[src/itoa_pkg.sv]
package itoa_pkg;

   // Default operand width and radix limits
   localparam int VALUE_BITS_DEF = 32;
   localparam int RADIX_BITS     = 6;
   localparam int CHAR_BITS      = 8;

   localparam logic [RADIX_BITS-1:0] RADIX_MIN    = 6'd2;
   localparam logic [RADIX_BITS-1:0] RADIX_MAX    = 6'd36;
   localparam logic [RADIX_BITS-1:0] RADIX_SIGNED = 6'd10;
   localparam logic [RADIX_BITS-1:0] RADIX_RESET  = 6'd10;

   localparam logic [CHAR_BITS-1:0] MINUS_CHAR = 8'h2D;
   localparam logic [CHAR_BITS-1:0] ZERO_CHAR  = 8'h30;
   localparam logic [CHAR_BITS-1:0] ALPHA_BASE = 8'h37;   // 'A' minus ten
   localparam logic [CHAR_BITS-1:0] ERROR_CHAR = 8'h00;

   // Status of the shared divider
   typedef struct packed {
      logic busy;
      logic done;
   } div_stat_type;

   // Map a digit value 0..35 to '0'..'9', 'A'..'Z'
   function automatic logic [CHAR_BITS-1:0] digit_char(input logic [RADIX_BITS-1:0] d);
      logic [CHAR_BITS-1:0] ext;
      ext = {{(CHAR_BITS-RADIX_BITS){1'b0}}, d};
      if (d < 6'd10) begin
         return ZERO_CHAR + ext;
      end
      return ALPHA_BASE + ext;
   endfunction

endpackage

[src/itoa_divider.sv]
module itoa_divider
   import itoa_pkg::*;
#(
   parameter int VALUE_BITS = VALUE_BITS_DEF
) (
   input  logic                  clock,
   input  logic                  reset,
   input  logic                  start,
   input  logic [VALUE_BITS-1:0] dividend,
   input  logic [RADIX_BITS-1:0] divisor,
   output div_stat_type          stat,
   output logic [VALUE_BITS-1:0] quotient,
   output logic [RADIX_BITS-1:0] remainder
);

   localparam int CNT_BITS = $clog2(VALUE_BITS + 1);

   logic [VALUE_BITS-1:0] quot_ff, quot_in;
   logic [RADIX_BITS-1:0] rem_ff, rem_in;
   logic [CNT_BITS-1:0]   cnt_ff, cnt_in;
   logic                  busy_ff, busy_in;
   logic                  done_ff, done_in;
   logic [RADIX_BITS:0]   trial;
   logic [RADIX_BITS:0]   diff;
   logic                  fits;

   // One restoring step: shift in next dividend bit, subtract if it fits
   assign trial = {rem_ff, quot_ff[VALUE_BITS-1]};
   assign diff  = trial - {1'b0, divisor};
   assign fits  = (trial >= {1'b0, divisor});

   always_comb begin
      quot_in = quot_ff;
      rem_in  = rem_ff;
      cnt_in  = cnt_ff;
      busy_in = busy_ff;
      done_in = 1'b0;
      if (start) begin
         quot_in = dividend;
         rem_in  = '0;
         cnt_in  = CNT_BITS'(VALUE_BITS);
         busy_in = 1'b1;
      end else if (busy_ff) begin
         quot_in = {quot_ff[VALUE_BITS-2:0], fits};
         rem_in  = fits ? diff[RADIX_BITS-1:0] : trial[RADIX_BITS-1:0];
         cnt_in  = cnt_ff - 1'b1;
         if (cnt_ff == CNT_BITS'(1)) begin
            busy_in = 1'b0;
            done_in = 1'b1;
         end
      end
   end

   always_ff @(posedge clock) begin
      if (reset) begin
         busy_ff <= 1'b0;
         done_ff <= 1'b0;
         cnt_ff  <= '0;
      end else begin
         busy_ff <= busy_in;
         done_ff <= done_in;
         cnt_ff  <= cnt_in;
      end
      quot_ff <= quot_in;
      rem_ff  <= rem_in;
   end

   assign stat.busy = busy_ff;
   assign stat.done = done_ff;
   assign quotient  = quot_ff;
   assign remainder = rem_ff;

endmodule

[src/itoa_digit_buf.sv]
module itoa_digit_buf
   import itoa_pkg::*;
#(
   parameter int VALUE_BITS = VALUE_BITS_DEF
) (
   input  logic                          clock,
   input  logic                          wr_en,
   input  logic [$clog2(VALUE_BITS)-1:0] wr_addr,
   input  logic [RADIX_BITS-1:0]         wr_data,
   input  logic                          rd_en,
   input  logic [$clog2(VALUE_BITS)-1:0] rd_addr,
   output logic [RADIX_BITS-1:0]         rd_data
);

   logic [RADIX_BITS-1:0] mem [VALUE_BITS];
   logic [RADIX_BITS-1:0] rd_data_ff;

   // Store digits least significant first
   always_ff @(posedge clock) begin
      if (wr_en) begin
         mem[wr_addr] <= wr_data;
      end
   end

   // Registered read
   always_ff @(posedge clock) begin
      if (rd_en) begin
         rd_data_ff <= mem[rd_addr];
      end
   end

   assign rd_data = rd_data_ff;

endmodule

[src/integer_to_radix_ascii.sv]
// For each value, every digit comes from one division through the shared bit-serial
// divider; then a minus sign is sent for a negative radix-10 value, and then each
// character is read from the digit store and sent. One value at a time: a new
// request is taken only after the last character has been loaded for output.
// Reset (synchronous, active high) clears the sequencer and output valid, and sets
// the radix register to 10.
module integer_to_radix_ascii
   import itoa_pkg::*;
#(
   parameter int VALUE_BITS = VALUE_BITS_DEF
) (
   input  logic                                 clock,
   input  logic                                 reset,
   // csr
   input  logic                                 csr_wr_en,
   input  logic [RADIX_BITS-1:0]                csr_wr_data,   // radix
   // request stream
   input  logic                                 req_tvalid,
   output logic                                 req_tready,
   input  logic [((VALUE_BITS+7)/8)*8-1:0]      req_tdata,     // [VALUE_BITS-1:0] value
   // response stream
   output logic                                 rsp_tvalid,
   input  logic                                 rsp_tready,
   output logic [CHAR_BITS-1:0]                 rsp_tdata,     // [7:0] text_char
   output logic                                 rsp_tlast,     // last_char
   output logic                                 rsp_tuser      // [0] bad_radix
);

   localparam int ADDR_BITS = $clog2(VALUE_BITS);
   localparam int NDIG_BITS = $clog2(VALUE_BITS + 1);

   localparam logic [2:0] ST_IDLE = 3'd0;
   localparam logic [2:0] ST_ERR  = 3'd1;
   localparam logic [2:0] ST_DIV  = 3'd2;
   localparam logic [2:0] ST_SIGN = 3'd3;
   localparam logic [2:0] ST_READ = 3'd4;
   localparam logic [2:0] ST_LOAD = 3'd5;

   logic [2:0]            state_ff, state_in;
   logic [RADIX_BITS-1:0] radix_ff, radix_in;
   logic                  neg_ff, neg_in;
   logic [VALUE_BITS-1:0] work_ff, work_in;
   logic [NDIG_BITS-1:0]  ndig_ff, ndig_in;
   logic [ADDR_BITS-1:0]  rd_addr_ff, rd_addr_in;
   logic                  out_valid_ff, out_valid_in;
   logic [CHAR_BITS-1:0]  out_char_ff, out_char_in;
   logic                  out_last_ff, out_last_in;
   logic                  out_bad_ff, out_bad_in;

   logic                  req_fire;
   logic                  out_free;
   logic                  radix_bad;
   logic [VALUE_BITS-1:0] in_value;
   logic                  in_neg;
   logic                  div_start;
   div_stat_type          div_stat;
   logic [VALUE_BITS-1:0] div_quot;
   logic [RADIX_BITS-1:0] div_rem;
   logic                  buf_wr_en;
   logic                  buf_rd_en;
   logic [RADIX_BITS-1:0] buf_rd_data;

   assign req_tready = (state_ff == ST_IDLE);
   assign req_fire   = req_tvalid && req_tready;
   assign out_free   = !out_valid_ff || rsp_tready;
   assign radix_bad  = (radix_ff < RADIX_MIN) || (radix_ff > RADIX_MAX);
   assign in_value   = req_tdata[VALUE_BITS-1:0];
   assign in_neg     = (radix_ff == RADIX_SIGNED) && in_value[VALUE_BITS-1];

   // Radix register
   always_comb begin
      radix_in = radix_ff;
      if (csr_wr_en) begin
         radix_in = csr_wr_data;
      end
   end

   // Shared bit-serial divider
   itoa_divider #(
      .VALUE_BITS (VALUE_BITS)
   ) u_div (
      .clock     (clock),
      .reset     (reset),
      .start     (div_start),
      .dividend  (work_in),
      .divisor   (radix_ff),
      .stat      (div_stat),
      .quotient  (div_quot),
      .remainder (div_rem)
   );

   // Digit store, read back most significant first
   itoa_digit_buf #(
      .VALUE_BITS (VALUE_BITS)
   ) u_buf (
      .clock   (clock),
      .wr_en   (buf_wr_en),
      .wr_addr (ndig_ff[ADDR_BITS-1:0]),
      .wr_data (div_rem),
      .rd_en   (buf_rd_en),
      .rd_addr (rd_addr_ff),
      .rd_data (buf_rd_data)
   );

   // Sequencer
   always_comb begin
      state_in     = state_ff;
      neg_in       = neg_ff;
      work_in      = work_ff;
      ndig_in      = ndig_ff;
      rd_addr_in   = rd_addr_ff;
      out_valid_in = out_valid_ff && !rsp_tready;
      out_char_in  = out_char_ff;
      out_last_in  = out_last_ff;
      out_bad_in   = out_bad_ff;
      div_start    = 1'b0;
      buf_wr_en    = 1'b0;
      buf_rd_en    = 1'b0;
      case (state_ff)
         ST_IDLE: begin
            if (req_fire) begin
               neg_in  = in_neg;
               work_in = in_neg ? VALUE_BITS'(~in_value + 1'b1) : in_value;
               ndig_in = '0;
               if (radix_bad) begin
                  state_in = ST_ERR;
               end else begin
                  div_start = 1'b1;
                  state_in  = ST_DIV;
               end
            end
         end
         ST_ERR: begin
            if (out_free) begin
               out_valid_in = 1'b1;
               out_char_in  = ERROR_CHAR;
               out_last_in  = 1'b1;
               out_bad_in   = 1'b1;
               state_in     = ST_IDLE;
            end
         end
         ST_DIV: begin
            if (div_stat.done) begin
               buf_wr_en = 1'b1;
               ndig_in   = ndig_ff + 1'b1;
               work_in   = div_quot;
               if (div_quot == '0) begin
                  rd_addr_in = ndig_ff[ADDR_BITS-1:0];
                  state_in   = ST_SIGN;
               end else begin
                  div_start = 1'b1;
               end
            end
         end
         ST_SIGN: begin
            if (!neg_ff) begin
               state_in = ST_READ;
            end else if (out_free) begin
               out_valid_in = 1'b1;
               out_char_in  = MINUS_CHAR;
               out_last_in  = 1'b0;
               out_bad_in   = 1'b0;
               state_in     = ST_READ;
            end
         end
         ST_READ: begin
            buf_rd_en = 1'b1;
            state_in  = ST_LOAD;
         end
         ST_LOAD: begin
            if (out_free) begin
               out_valid_in = 1'b1;
               out_char_in  = digit_char(buf_rd_data);
               out_last_in  = (rd_addr_ff == '0);
               out_bad_in   = 1'b0;
               if (rd_addr_ff == '0) begin
                  state_in = ST_IDLE;
               end else begin
                  rd_addr_in = rd_addr_ff - 1'b1;
                  state_in   = ST_READ;
               end
            end
         end
         default: begin
            state_in = ST_IDLE;
         end
      endcase
   end

   always_ff @(posedge clock) begin
      if (reset) begin
         state_ff     <= ST_IDLE;
         radix_ff     <= RADIX_RESET;
         out_valid_ff <= 1'b0;
      end else begin
         state_ff     <= state_in;
         radix_ff     <= radix_in;
         out_valid_ff <= out_valid_in;
      end
      neg_ff      <= neg_in;
      work_ff     <= work_in;
      ndig_ff     <= ndig_in;
      rd_addr_ff  <= rd_addr_in;
      out_char_ff <= out_char_in;
      out_last_ff <= out_last_in;
      out_bad_ff  <= out_bad_in;
   end

   assign rsp_tvalid = out_valid_ff;
   assign rsp_tdata  = out_char_ff;
   assign rsp_tlast  = out_last_ff;
   assign rsp_tuser  = out_bad_ff;

`ifndef ASSERT_OFF
   // No new value is taken while the divider still works
   a_idle_div: assert property (@(posedge clock) disable iff (reset)
      req_tready |-> !div_stat.busy)
      else $error("request accepted while divider busy");

   // Error transaction is a single zero character marked last
   a_err_form: assert property (@(posedge clock) disable iff (reset)
      (rsp_tvalid && rsp_tuser) |-> (rsp_tlast && rsp_tdata == ERROR_CHAR))
      else $error("malformed bad radix transaction");

   // The sign never ends a text
   a_sign_not_last: assert property (@(posedge clock) disable iff (reset)
      (rsp_tvalid && !rsp_tuser && rsp_tdata == MINUS_CHAR) |-> !rsp_tlast)
      else $error("minus sign marked last");

   // Digit count never exceeds the operand width
   a_ndig_range: assert property (@(posedge clock) disable iff (reset)
      (state_ff == ST_DIV) |-> (ndig_ff < NDIG_BITS'(VALUE_BITS)))
      else $error("digit count overflow");
`endif

endmodule
[config.mk]
export PLATFORM = sky130hd
export DESIGN_NAME = integer_to_radix_ascii
export DESIGN_NICKNAME = d
export VERILOG_FILES = /design/src/itoa_pkg.sv /design/src/itoa_divider.sv /design/src/itoa_digit_buf.sv /design/src/integer_to_radix_ascii.sv
export SDC_FILE = /design/constraint.sdc
export NUM_CORES = 1
export LEC_CHECK = 0
export BUFFER_PORTS_ARGS = -buffer_cell sky130_fd_sc_hd__buf_2
export CAP_MARGIN = 20
export CORE_ASPECT_RATIO = 1.75
export CORE_MARGIN = 8
export CORE_UTILIZATION = 55
export CTS_CLUSTER_SIZE = 40
export DETAILED_ROUTE_END_ITERATION = 16
export GPL_ROUTABILITY_DRIVEN = 0
export MAX_ROUTING_LAYER = met4
export PLACE_DENSITY = 0.72
export SYNTH_ARGS = -nofsm -noshare
export SYNTH_HDL_FRONTEND = slang
export SYNTH_HIERARCHICAL = 1
export SYNTH_SLANG_ARGS = --single-unit
[constraint.sdc]
create_clock -name clock -period 6.2 [get_ports clock]
set_input_delay 0.62 -clock clock [delete_from_list [all_inputs] [get_ports clock]]
set_output_delay 0.62 -clock clock [all_outputs]
set_load 0.01 [all_outputs]
==> metrics list, run 1 <==
* Total clock buffers created by CTS: 26
- The critical path starts at state_ff[0].
* Non-filler cells, final: 1315
- Clock tree synthesis selected as its root buffer the cell clkbuf_16.
- The finished cells cover 15080 µm².
- Entering global routing, the biggest net connects 53 pins.
- Data on the critical path is required at its endpoint by 6.39 ns.
* Hold buffers post-CTS: 0
- Worst reg2reg path startpoint: state_ff[0]
- Clock share of power: 33.4%
* Vias per cell: 6.192
* Post-route worst hold slack: 0.2821 ns
* Total power per unit cell area: 324.8 nW/µm²
* Unrepaired setup endpoints after global routing: false
- After layout, the worst path uses 54.92% of the clock period.
- Cell area after placement: 14130 µm²
* Top Family by Delay on Critical Path: buffers and inverters
- After clock tree synthesis, the setup repair step added 0 buffers.
- Once detail routing completed, the nets flagged for antenna violations numbered 0.
* Total core area: 24440 µm²
* Fraction of final layout cells sized beyond drive strength 1: 22.63%
- TritonCTS built the clock tree.
- Fin. Hold Viols: 0
- Number of vias in the routed layout: 8143
* Post-synth design cell area: 13610 µm²
* # placed instances: 1264
- The first global-routing pass estimated 47580 µm of wire.
* Die Y-Extent: 224.1 µm
* Total die area: 30240 µm²
- Path category of the worst min-delay check: input pin to flip-flop
- GRT Total Usage: 21.20%
* Critical Path Max Stage Delay: 0.46 ns
- Max-Cap Viols: 0
* Number of antenna violations at the first check in global routing: 0
- Portion of total power attributed to combinational logic: 13.5%
- Per-cell routed wire length: 23.55 µm
- Number of synthesis warnings: 6
* Total number of placement rows: 76
- Final setup violating endpoints: 0
* LEAKAGE: 0.005085 µW
- Timing would allow up to 293.7 MHz.
- The critical path goes through nor2_1 -> nand3_1 -> buf_4 -> clkinv_1 -> nand2_1 -> o31ai_4 -> buf_4 -> inv_1 -> nand2_1 -> buf_4.
- The top cell types in the final layout, fill and taps aside, are edfxtp_1, nor2_1, mux4_2, dfxtp_1, buf_2.
- Run status: finished clean
- CTS max path bufs: 3
- The largest individual stage delay along the critical path comes from the cell dfxtp_1.
- 0 antenna diodes ended up in the layout.
* Iter 0 DRT Violations: 681
* Vias in the first global route: 8369
- Detail Placement HPWL: 21540 µm
- Launch point of the worst hold path: csr_wr_data[1]
- Count of H-tree levels built during CTS: 1
- In the final design database the tool counted 1042 nets.
- Total of cells resized after clock tree synthesis: 0
- The most numerous cell type found on the critical path is buf_4.
* Synth Net Count: 995
- The cell count after synthesis came out at 936.
* Startpoint class of the critical path: flip-flop
- Clock-pin slew on the worst setup and hold paths: 0.07 ns
- Along the worst path, the maximum fanout reaches 32.
- For this run, design rule violations remaining after detail routing come to 0.
- Switching power as a share of total power: 25.21%
- Leading cell type in the layout, fill and taps excluded: edfxtp_1
* Post-Route Skew: 0.01061 ns
- Synthesis-to-layout area growth: 10.81%
- Worst Setup End Kind: flip-flop
* Slew Viols, Final: 0
- Layout filler cell count: 1816
- The count of buffers added on input and output ports is 53.
* Setup total negative slack: 0 ns
- The worst path in the final design needs a cycle of 3.405 ns, including I/O delays and setup.
- Counting both buffers and inverters, the worst setup path holds a total of 5.
- Largest vdd supply drop: 0.0001963 V
- For this run the aggregate overflow at the end of global routing stands at 0.
- Wires add up to 30970 µm.
- Total iterations of the first detailed-routing run: 5
- The critical path in this run is classified as flip-flop to flip-flop.
* Worst rel slew slack: 38.71%
* Switching Power: 1235 µW
- Clock sink count: 306
- In this run the horizontal extent of the chip is 134.9 µm.
- For the pin with the worst max-slew slack, the measured transition is 0.9171 ns.
- Later-pin clock latency in the skew report: 0.54 ns
- Effective utilization at floorplan: 55.70%
- Syn avg cell area: 14.54 µm²
- Internal power: 3664 µW
- During I/O placement, the number of pins put on the boundary was 55.
- Data arrival time of the critical path: 3.59 ns
- Registers are responsible for 53.2% of the overall power.
[routing by layer]
| metal | up-vias | GRT usage (%) | share of wire (%) |
|---|---|---|---|
| met1 | 4157 | 21.67 | 36 |
| li1 | 3711 | - | - |
| met4 | 0 | 7.535 | 2.8 |
| met5 | - | - | 0 |
| met3 | 43 | 2.176 | 3.5 |
| met2 | 232 | 40.41 | 58 |
[sequential cells by signal (all words and copies together), names as in the netlist]
| register | cells |
|---|---|
| u_div/busy_ff | 1 |
| rsp_tuser | 1 |
| rsp_tlast | 1 |
| u_div/quotient | 32 |
| u_buf/rd_data | 6 |
| u_div/cnt_ff | 6 |
| u_div/remainder | 6 |
| u_div/done_ff | 1 |
| work_ff | 32 |
| rsp_tdata | 7 |
| rd_addr_ff | 5 |
| u_buf/mem | 192 |
| ndig_ff | 5 |
| state_ff | 3 |
| neg_ff | 1 |
| radix_ff | 6 |
| rsp_tvalid | 1 |
[power groups by stage]
stage	clock network (µW)	logic (µW)	registers (µW)
floorplan	0	386	2650
global placement	0	545	2690
detailed placement	0	592	2680
CTS	1650	595	2640
global route	1730	718	2620
finish	1630	660	2600
[worst paths after layout]
check | end | slack (ns) | cells after the start
hold / removal | radix_ff[1] | 0.28 | 2
setup / recovery | u_div/quotient[21] | 2.79 | 10
setup reg to reg | u_div/quotient[21] | 2.79 | 10
hold reg to reg | work_ff[4] | 0.49 | 2
[layout make-up]
class	instances	area (µm²)	area share, %
clock buffers	38	810.8	5.375
multi-input cells	550	4623	30.65
repair buffers	67	450.4	2.986
well taps	312	390.4	2.588
flip-flops and latches	306	8628	57.20
inverters	32	120.1	0.7963
clock inverters	10	61.31	0.4064
[metrics by stage]
step	setup WS (ns)	utilization [%]	total power (µW)
after detailed placement	2.840	57.82	3273
after CTS	2.842	61.39	4886
after floorplan	3.420	-	3037
after global routing	2.493	61.72	5059
final	2.795	61.72	4899
after global placement	2.925	57.71	3236
Power figures use the tool's default switching activity.
==> run 2, diff against run 1 <==
- clock period: 6.2 -> 3.5 ns (I/O delays scaled with it)
==> run 2 against run 1 <==
Against the previous run:
- fmax rose by 26%
- core utilization fell by 0.077 points
- clock power rose by 77%
- register-to-register slack got worse by 2.0 ns
- sequential share of layout area rose by 0.071 points
- combinational power rose by 71%
- die area did not move
- largest power group unchanged
==> metrics list, run 2 (synthesized netlist as in run 1, its figures left out) <==
* Run status: finished clean (unchanged)
- Detail Placement HPWL: 22020 µm (was 21540 µm)
- Clock-pin slew on the worst setup and hold paths: 0.07 ns (about the same)
- The relative slew slack came to 51.14% (was 38.71%).
* Number of antenna violations at the first check in global routing: 0 (unchanged)
- The peak fanout along the critical path came to 12 (was 32).
* Clock sink count: 306 (unchanged)
* Worst Setup End Kind: flip-flop (unchanged)
- The post-route setup TNS was 0 ns (unchanged).
- Remaining design rule violation count: 0 (unchanged)
* Remaining Overflow, GRT: 0 (unchanged)
- The required time at the worst-slack endpoint came to 3.67 ns (was 6.39 ns).
* Number of I/O port buffers: 53 (unchanged)
* Number of vias in the routed layout: 8029 (was 8143)
- Count of H-tree levels built during CTS: 1 (unchanged)
- The overall global routing resource usage came to 20.80% (was 21.20%).
- Classification of the worst setup path: flip-flop to flip-flop (unchanged)
* Per-cell routed wire length: 23.00 µm (was 23.55 µm)
- The post-layout net count was 1051 (was 1042).
* Ant diodes: 0 (unchanged)
- The number of top-level pins is 55 (unchanged).
* Slew Viols, Final: 0 (unchanged)
- The path depth of the worst reg2reg path was 4 (was 10).
* Hold Path Cell Cnt: 2 (unchanged)
* Library cell used as clock root buffer: clkbuf_16 (unchanged)
* Synthesis-to-layout area growth: 10.67% (was 10.81%)
- Max Freq: 369.8 MHz (was 293.7 MHz)
* Global-route wire length before repair: 46310 µm (was 47580 µm)
- Largest vdd supply drop: 0.0003341 V (was 0.0001963 V)
- Iter 0 DRT Violations: 589 (was 681)
* Total of cells resized after clock tree synthesis: 0 (unchanged)
* Later-pin clock latency in the skew report: 0.54 ns (about the same)
* Leading cell type in the layout, fill and taps excluded: edfxtp_1 (unchanged)
* TritonCTS clock tree: yes (unchanged)
- Total power per unit cell area: 570.2 nW/µm² (was 324.8 nW/µm²)
- The minimum clock period after layout is 2.704 ns (was 3.405 ns).
- Actual slew at the worst max-slew pin: 0.7227 ns (was 0.9171 ns)
- The smallest hold slack was 0.01275 ns (was 0.2821 ns).
- Vias in the first global route: 8178 (was 8369)
- The clock tree skew after final layout is 0.01513 ns (was 0.01061 ns).
* Total iterations of the first detailed-routing run: 5 (unchanged)
- Path category of the worst min-delay check: input pin to flip-flop (unchanged)
* Hold buffers post-CTS: 0 (unchanged)
- The fill cell instance count of the final layout is 1850 (was 1816).
- The area inside the core boundary came to 24440 µm² (unchanged).
- The flip-flop count of the largest register after layout came to 192 (unchanged).
* Total length of routed wires: 30450 µm (was 30970 µm)
* CTS max path bufs: 3 (unchanged)
- Commonest cells after routing, fill and taps aside: edfxtp_1, nor2_1, mux4_2, dfxtp_1, buf_2 (unchanged)
- Vias per cell: 6.064 (was 6.192)
- Data arrival time of the critical path: 2.87 ns (was 3.59 ns)
- Fin. Hold Viols: 0 (unchanged)
* Total number of placement rows: 76 (unchanged)
* Startpoint class of the critical path: flip-flop (unchanged)
- Fraction of final layout cells sized beyond drive strength 1: 23.02% (was 22.63%)
* LEAKAGE: 0.005096 µW (was 0.005085 µW)
- The initial standard-cell utilization of the core is 55.70% (unchanged).
- The number of CTS-inserted buffers came to 26 (unchanged).
* Post-CTS setup buffers: 0 (unchanged)
* Final setup violating endpoints: 0 (unchanged)
* Unrepaired setup endpoints after global routing: false (unchanged)
- Total die area: 30240 µm² (unchanged)
* Register ranked first by flip-flop count: u_buf/mem (unchanged)
- Pin count of the biggest net entering global routing: 52 (was 53)
- The width of the chip was 134.9 µm (unchanged).
- The setup slack of the worst register-to-register path is 0.80 ns (was 2.79 ns).
- The max-capacitance violation count is 0 (unchanged).
- Post-route clock period utilization: 77.26% (was 54.92%)
* Die Y-Extent: 224.1 µm (unchanged)
- The post-detailed-route count of antenna-violating nets was 0 (unchanged).
==> run 2: cell types whose count changed in the layout (fill, tap and decap cells not counted), sizes merged <==
cell,delta
buf,+9
clkbuf,-9
bufinv,+3
inv,-1
clkinv,+8
clkinvlp,-1
==> run 2: through the flow <==
step / setup WS [ns] / cell area, µm² / total power, µW / instances / util (%)
5_1_grt: 0.6951 / 15070 / 8896 / 1324 / 61.65
2_1_floorplan: 0.7203 / 13610 / 5379 / 936 / -
4_1_cts: 0.7884 / 15070 / 8644 / 1324 / 61.65
3_5_place_dp: 0.7902 / 14210 / 5787 / 1276 / 58.16
3_3_place_gp: 0.7726 / 14210 / 5749 / 1276 / 58.16
6_report: 0.7958 / 15070 / 8590 / 1324 / 61.65
==> run 2: worst paths after layout <==
| path | from | to |
|---|---|---|
| setup / recovery | u_div/done_ff | u_buf/mem[24][0] |
| hold / removal | csr_wr_data[3] | radix_ff[3] |
| setup reg to reg | u_div/done_ff | u_buf/mem[24][0] |
| hold reg to reg | work_ff[2] | work_ff[2] |
==> run 2: report_power, final <==
group	internal, µW	total, µW	switching [µW]
logic	424	1130	707
clock network	1630	2890	1260
registers	4410	4570	165
==> run 2: final cells by class <==
| class | instances | area (µm²) | share of cell area, % |
|---|---|---|---|
| clock buffer | 29 | 683.2 | 4.535 |
| sequential | 306 | 8628 | 57.27 |
| multi-input combinational | 550 | 4623 | 30.69 |
| inverter | 32 | 120.1 | 0.7973 |
| clock inverter | 19 | 170.2 | 1.129 |
| timing repair buffer | 76 | 450.4 | 2.990 |
| tap | 312 | 390.4 | 2.591 |
==> run 2: worst max-delay path, stage by stage (launching register included) <==
cell and delay (ns):
dfxtp_1 0.63, nand2_1 0.29, nor2_2 0.24, or3b_2 0.62, nor2_1 0.54
==> run 2: layer usage <==
metal,up-vias,GRT usage (%),wire [µm]
li1,3724,-,-
met1,4030,19.60,10190
met2,218,40.07,17830
met3,57,2.333,1121
met4,0,10.16,1309
met5,-,-,0
==> run 3, diff against run 2 <==
- PLACE_DENSITY: 0.72 -> 0.75
- clock period: 3.5 -> 2.2 ns (I/O delays scaled with it)
==> run 3 against run 2 <==
Against the previous run:
- the run now ends with negative setup slack left
- sequential power grew 60%
- combinational power grew 100%
- clock skew grew 0.019 ns
- worst setup slack lost 0.88 ns
- worst hold slack gained 0.0040 ns
- core utilization grew 6.3 points
- critical endpoint is now u_buf/rd_data[1]
- largest power group unchanged
==> metrics list, run 3 (synthesized netlist as in run 1, its figures left out) <==
- Total length of routed wires: 34230 µm (was 30450 µm)
- Flip-flop count of the largest register, all copies and words added: 192 (unchanged)
- The synthesis-to-layout area growth is 22.01% (was 10.67%).
- The minimum clock period after layout is 2.279 ns (was 2.704 ns).
- Post-Route Skew: 0.03398 ns (was 0.01513 ns)
- Later-pin clock latency in the skew report: 0.56 ns (was 0.54 ns)
* Total clock buffers created by CTS: 26 (unchanged)
- Post-route clock period utilization: 103.6% (was 77.26%)
* I/O pin cnt: 55 (unchanged)
- The power consumption came to 14150 µW (was 8590 µW).
- The setup slack of the critical path after layout came to -0.07936 ns (was 0.7958 ns).
- The power density over the cells was 851.9 nW/µm² (was 570.2 nW/µm²).
* Crit-path max FO: 6 (was 12)
- Actual slew at the worst max-slew pin: 0.6634 ns (was 0.7227 ns)
- The final max-slew violation count was 0 (unchanged).
- Fin. Hold Viols: 0 (unchanged)
* Number of nets at the end of the flow: 1188 (was 1051)
- Pin count of the biggest net entering global routing: 35 (was 52)
* Worst Path Required: 2.51 ns (was 3.67 ns)
- Cell area after placement: 15270 µm² (was 14210 µm²)
- The arrival time of data at the critical path endpoint was 2.59 ns (was 2.87 ns).
- CTS max path bufs: 3 (unchanged)
- The maximum vdd drop is 0.0007123 V (was 0.0003341 V).
* Remaining design rule violation count: 0 (unchanged)
- The ratio of cells with drive above 1 in the final layout came to 33.94% (was 23.02%).
* Global-route wire length before repair: 52270 µm (was 46310 µm)
* Busiest layer in global routing: met2 (unchanged)
- The checks that failed: negative setup slack.
- Leading cell type in the layout, fill and taps excluded: edfxtp_1 (unchanged)
- Unrepaired setup endpoints after global routing: true (was false)
- The master cell of the clock root buffer is clkbuf_16 (unchanged).
- Met2 global-route usage: 43.39% (was 40.07%)
* Total iterations of the first detailed-routing run: 5 (unchanged)
- The max-capacitance violation count was 0 (unchanged).
* Vias in the first global route: 9327 (was 8178)
- TritonCTS clock tree: yes (unchanged)
* Remaining Overflow, GRT: 0 (unchanged)
- Commonest cells after routing, fill and taps aside: edfxtp_1, buf_4, nor2_1, mux4_2, dfxtp_1 (was edfxtp_1, nor2_1, mux4_2, dfxtp_1, buf_2).
- Run status: finished with violations (was finished clean).
- Count of H-tree levels built during CTS: 1 (unchanged)
- The met1 routing resource usage after global routing was 22.86% (was 19.60%).
* Clock-pin slew on the worst setup and hold paths: 0.07 ns (about the same)
* Worst Setup End Kind: flip-flop (unchanged)
* Die width: 134.9 µm (unchanged)
* Total number of placement rows: 76 (unchanged)
- LEAKAGE: 0.005922 µW (was 0.005096 µW)
- The number of sinks handled by clock tree synthesis is 306 (unchanged).
- Final setup violating endpoints: 8 (was 0)
* Number of I/O port buffers: 53 (unchanged)
- Die Y-Extent: 224.1 µm (unchanged)
- The initial standard-cell utilization of the core came to 55.70% (unchanged).
- Number of antenna violations at the first check in global routing: 0 (unchanged)
- The total via count in the routed design came to 8851 (was 8029).
- The fill cell instance count of the final layout is 1628 (was 1850).
- The relative slew slack is 55.61% (was 51.14%).
- The die area is 30240 µm² (unchanged).
- Per-cell routed wire length: 23.43 µm (was 23.00 µm)
- The count of antenna diodes in the layout was 0 (unchanged).
- Startpoint class of the critical path: flip-flop (unchanged)
- Path category of the worst min-delay check: input pin to flip-flop (unchanged)
* Number of routed nets with antenna violations: 0 (unchanged)
- The area of all placed cells without fillers came to 16610 µm² (was 15070 µm²).
- The type of the worst setup path is flip-flop to flip-flop (unchanged).
- The number of design-rule violations left by the first detailed-router iteration came to 744 (was 589).
* GRT Total Usage: 23.41% (was 20.80%)
- The via density per instance is 6.058 (was 6.064).
- Total core area: 24440 µm² (unchanged)
- Global-route track usage on met3: 2.221% (was 2.333%)
* Register ranked first by flip-flop count: u_buf/mem (unchanged)
* Detail Placement HPWL: 23740 µm (was 22020 µm)
* Max Freq: 438.7 MHz (was 369.8 MHz)
[run 3: final cells by class]
class | instances | area (µm²) | share of cell area [%]
flip-flops and latches | 306 | 8628 | 51.95
multi-input cells | 550 | 4891 | 29.45
repair buffers | 213 | 1715 | 10.33
clock buffers | 35 | 714.4 | 4.301
well taps | 312 | 390.4 | 2.350
clock inverters | 13 | 146.4 | 0.8814
inverters | 32 | 123.9 | 0.7458
[run 3: final timing paths]
check                           depth (start not counted)          start                to  slack, ns
worst max register to register                          5  rd_addr_ff[0]  u_buf/rd_data[1]      -0.08
worst min register to register                          2     work_ff[7]        work_ff[7]       0.49
worst min-delay path                                    2      csr_wr_en       radix_ff[1]       0.02
worst max-delay path                                    5  rd_addr_ff[0]  u_buf/rd_data[1]      -0.08
[run 3: per-stage QoR]
step                cells  hold slack [ns]  utilization [%]  setup TNS [ns]  setup slack [ns]
floorplan             936           0.2891                -               0          0.001269
CTS                  1459         0.005270            67.08         -0.6593          -0.06997
global route         1461          0.03480            67.97          -1.690           -0.1122
global placement     1392           0.4288            62.48          -7.140           -0.3094
detailed placement   1392           0.4340            62.48          -10.26           -0.3654
finish               1461          0.01679            67.97         -0.4682          -0.07936
[run 3: repair_timing]
action | 4_1_cts | 5_1_grt
buffers inserted | 6 | 2
pin swaps | 1 | 5
hold buffers | 11 | 0
endpoints found under the setup margin | 84 | 51
cloned | 2 | 2
gates resized for setup | 11 | 39
endpoints found under the hold margin | 10 | 0
[run 3: critical path: stages, from the launching register on]
cell       delay [ns]
edfxtp_1         0.36
buf_4            0.19
clkbuf_16        0.18
mux4_2           0.54
mux4_2           0.49
mux2_2           0.28
[run 3: where the power goes]
| part | total (µW) | switching (µW) | internal (µW) |
|---|---|---|---|
| clock | 4600 | 2050 | 2540 |
| combinational | 2260 | 1300 | 959 |
| sequential | 7300 | 285 | 7010 |
[run 3: layer usage]
layer | wire [µm] | part of all wire (%)
met2 | 19310 | 56
met3 | 1349 | 3.9
met4 | 1994 | 5.8
met1 | 11580 | 34
met5 | 0 | 0
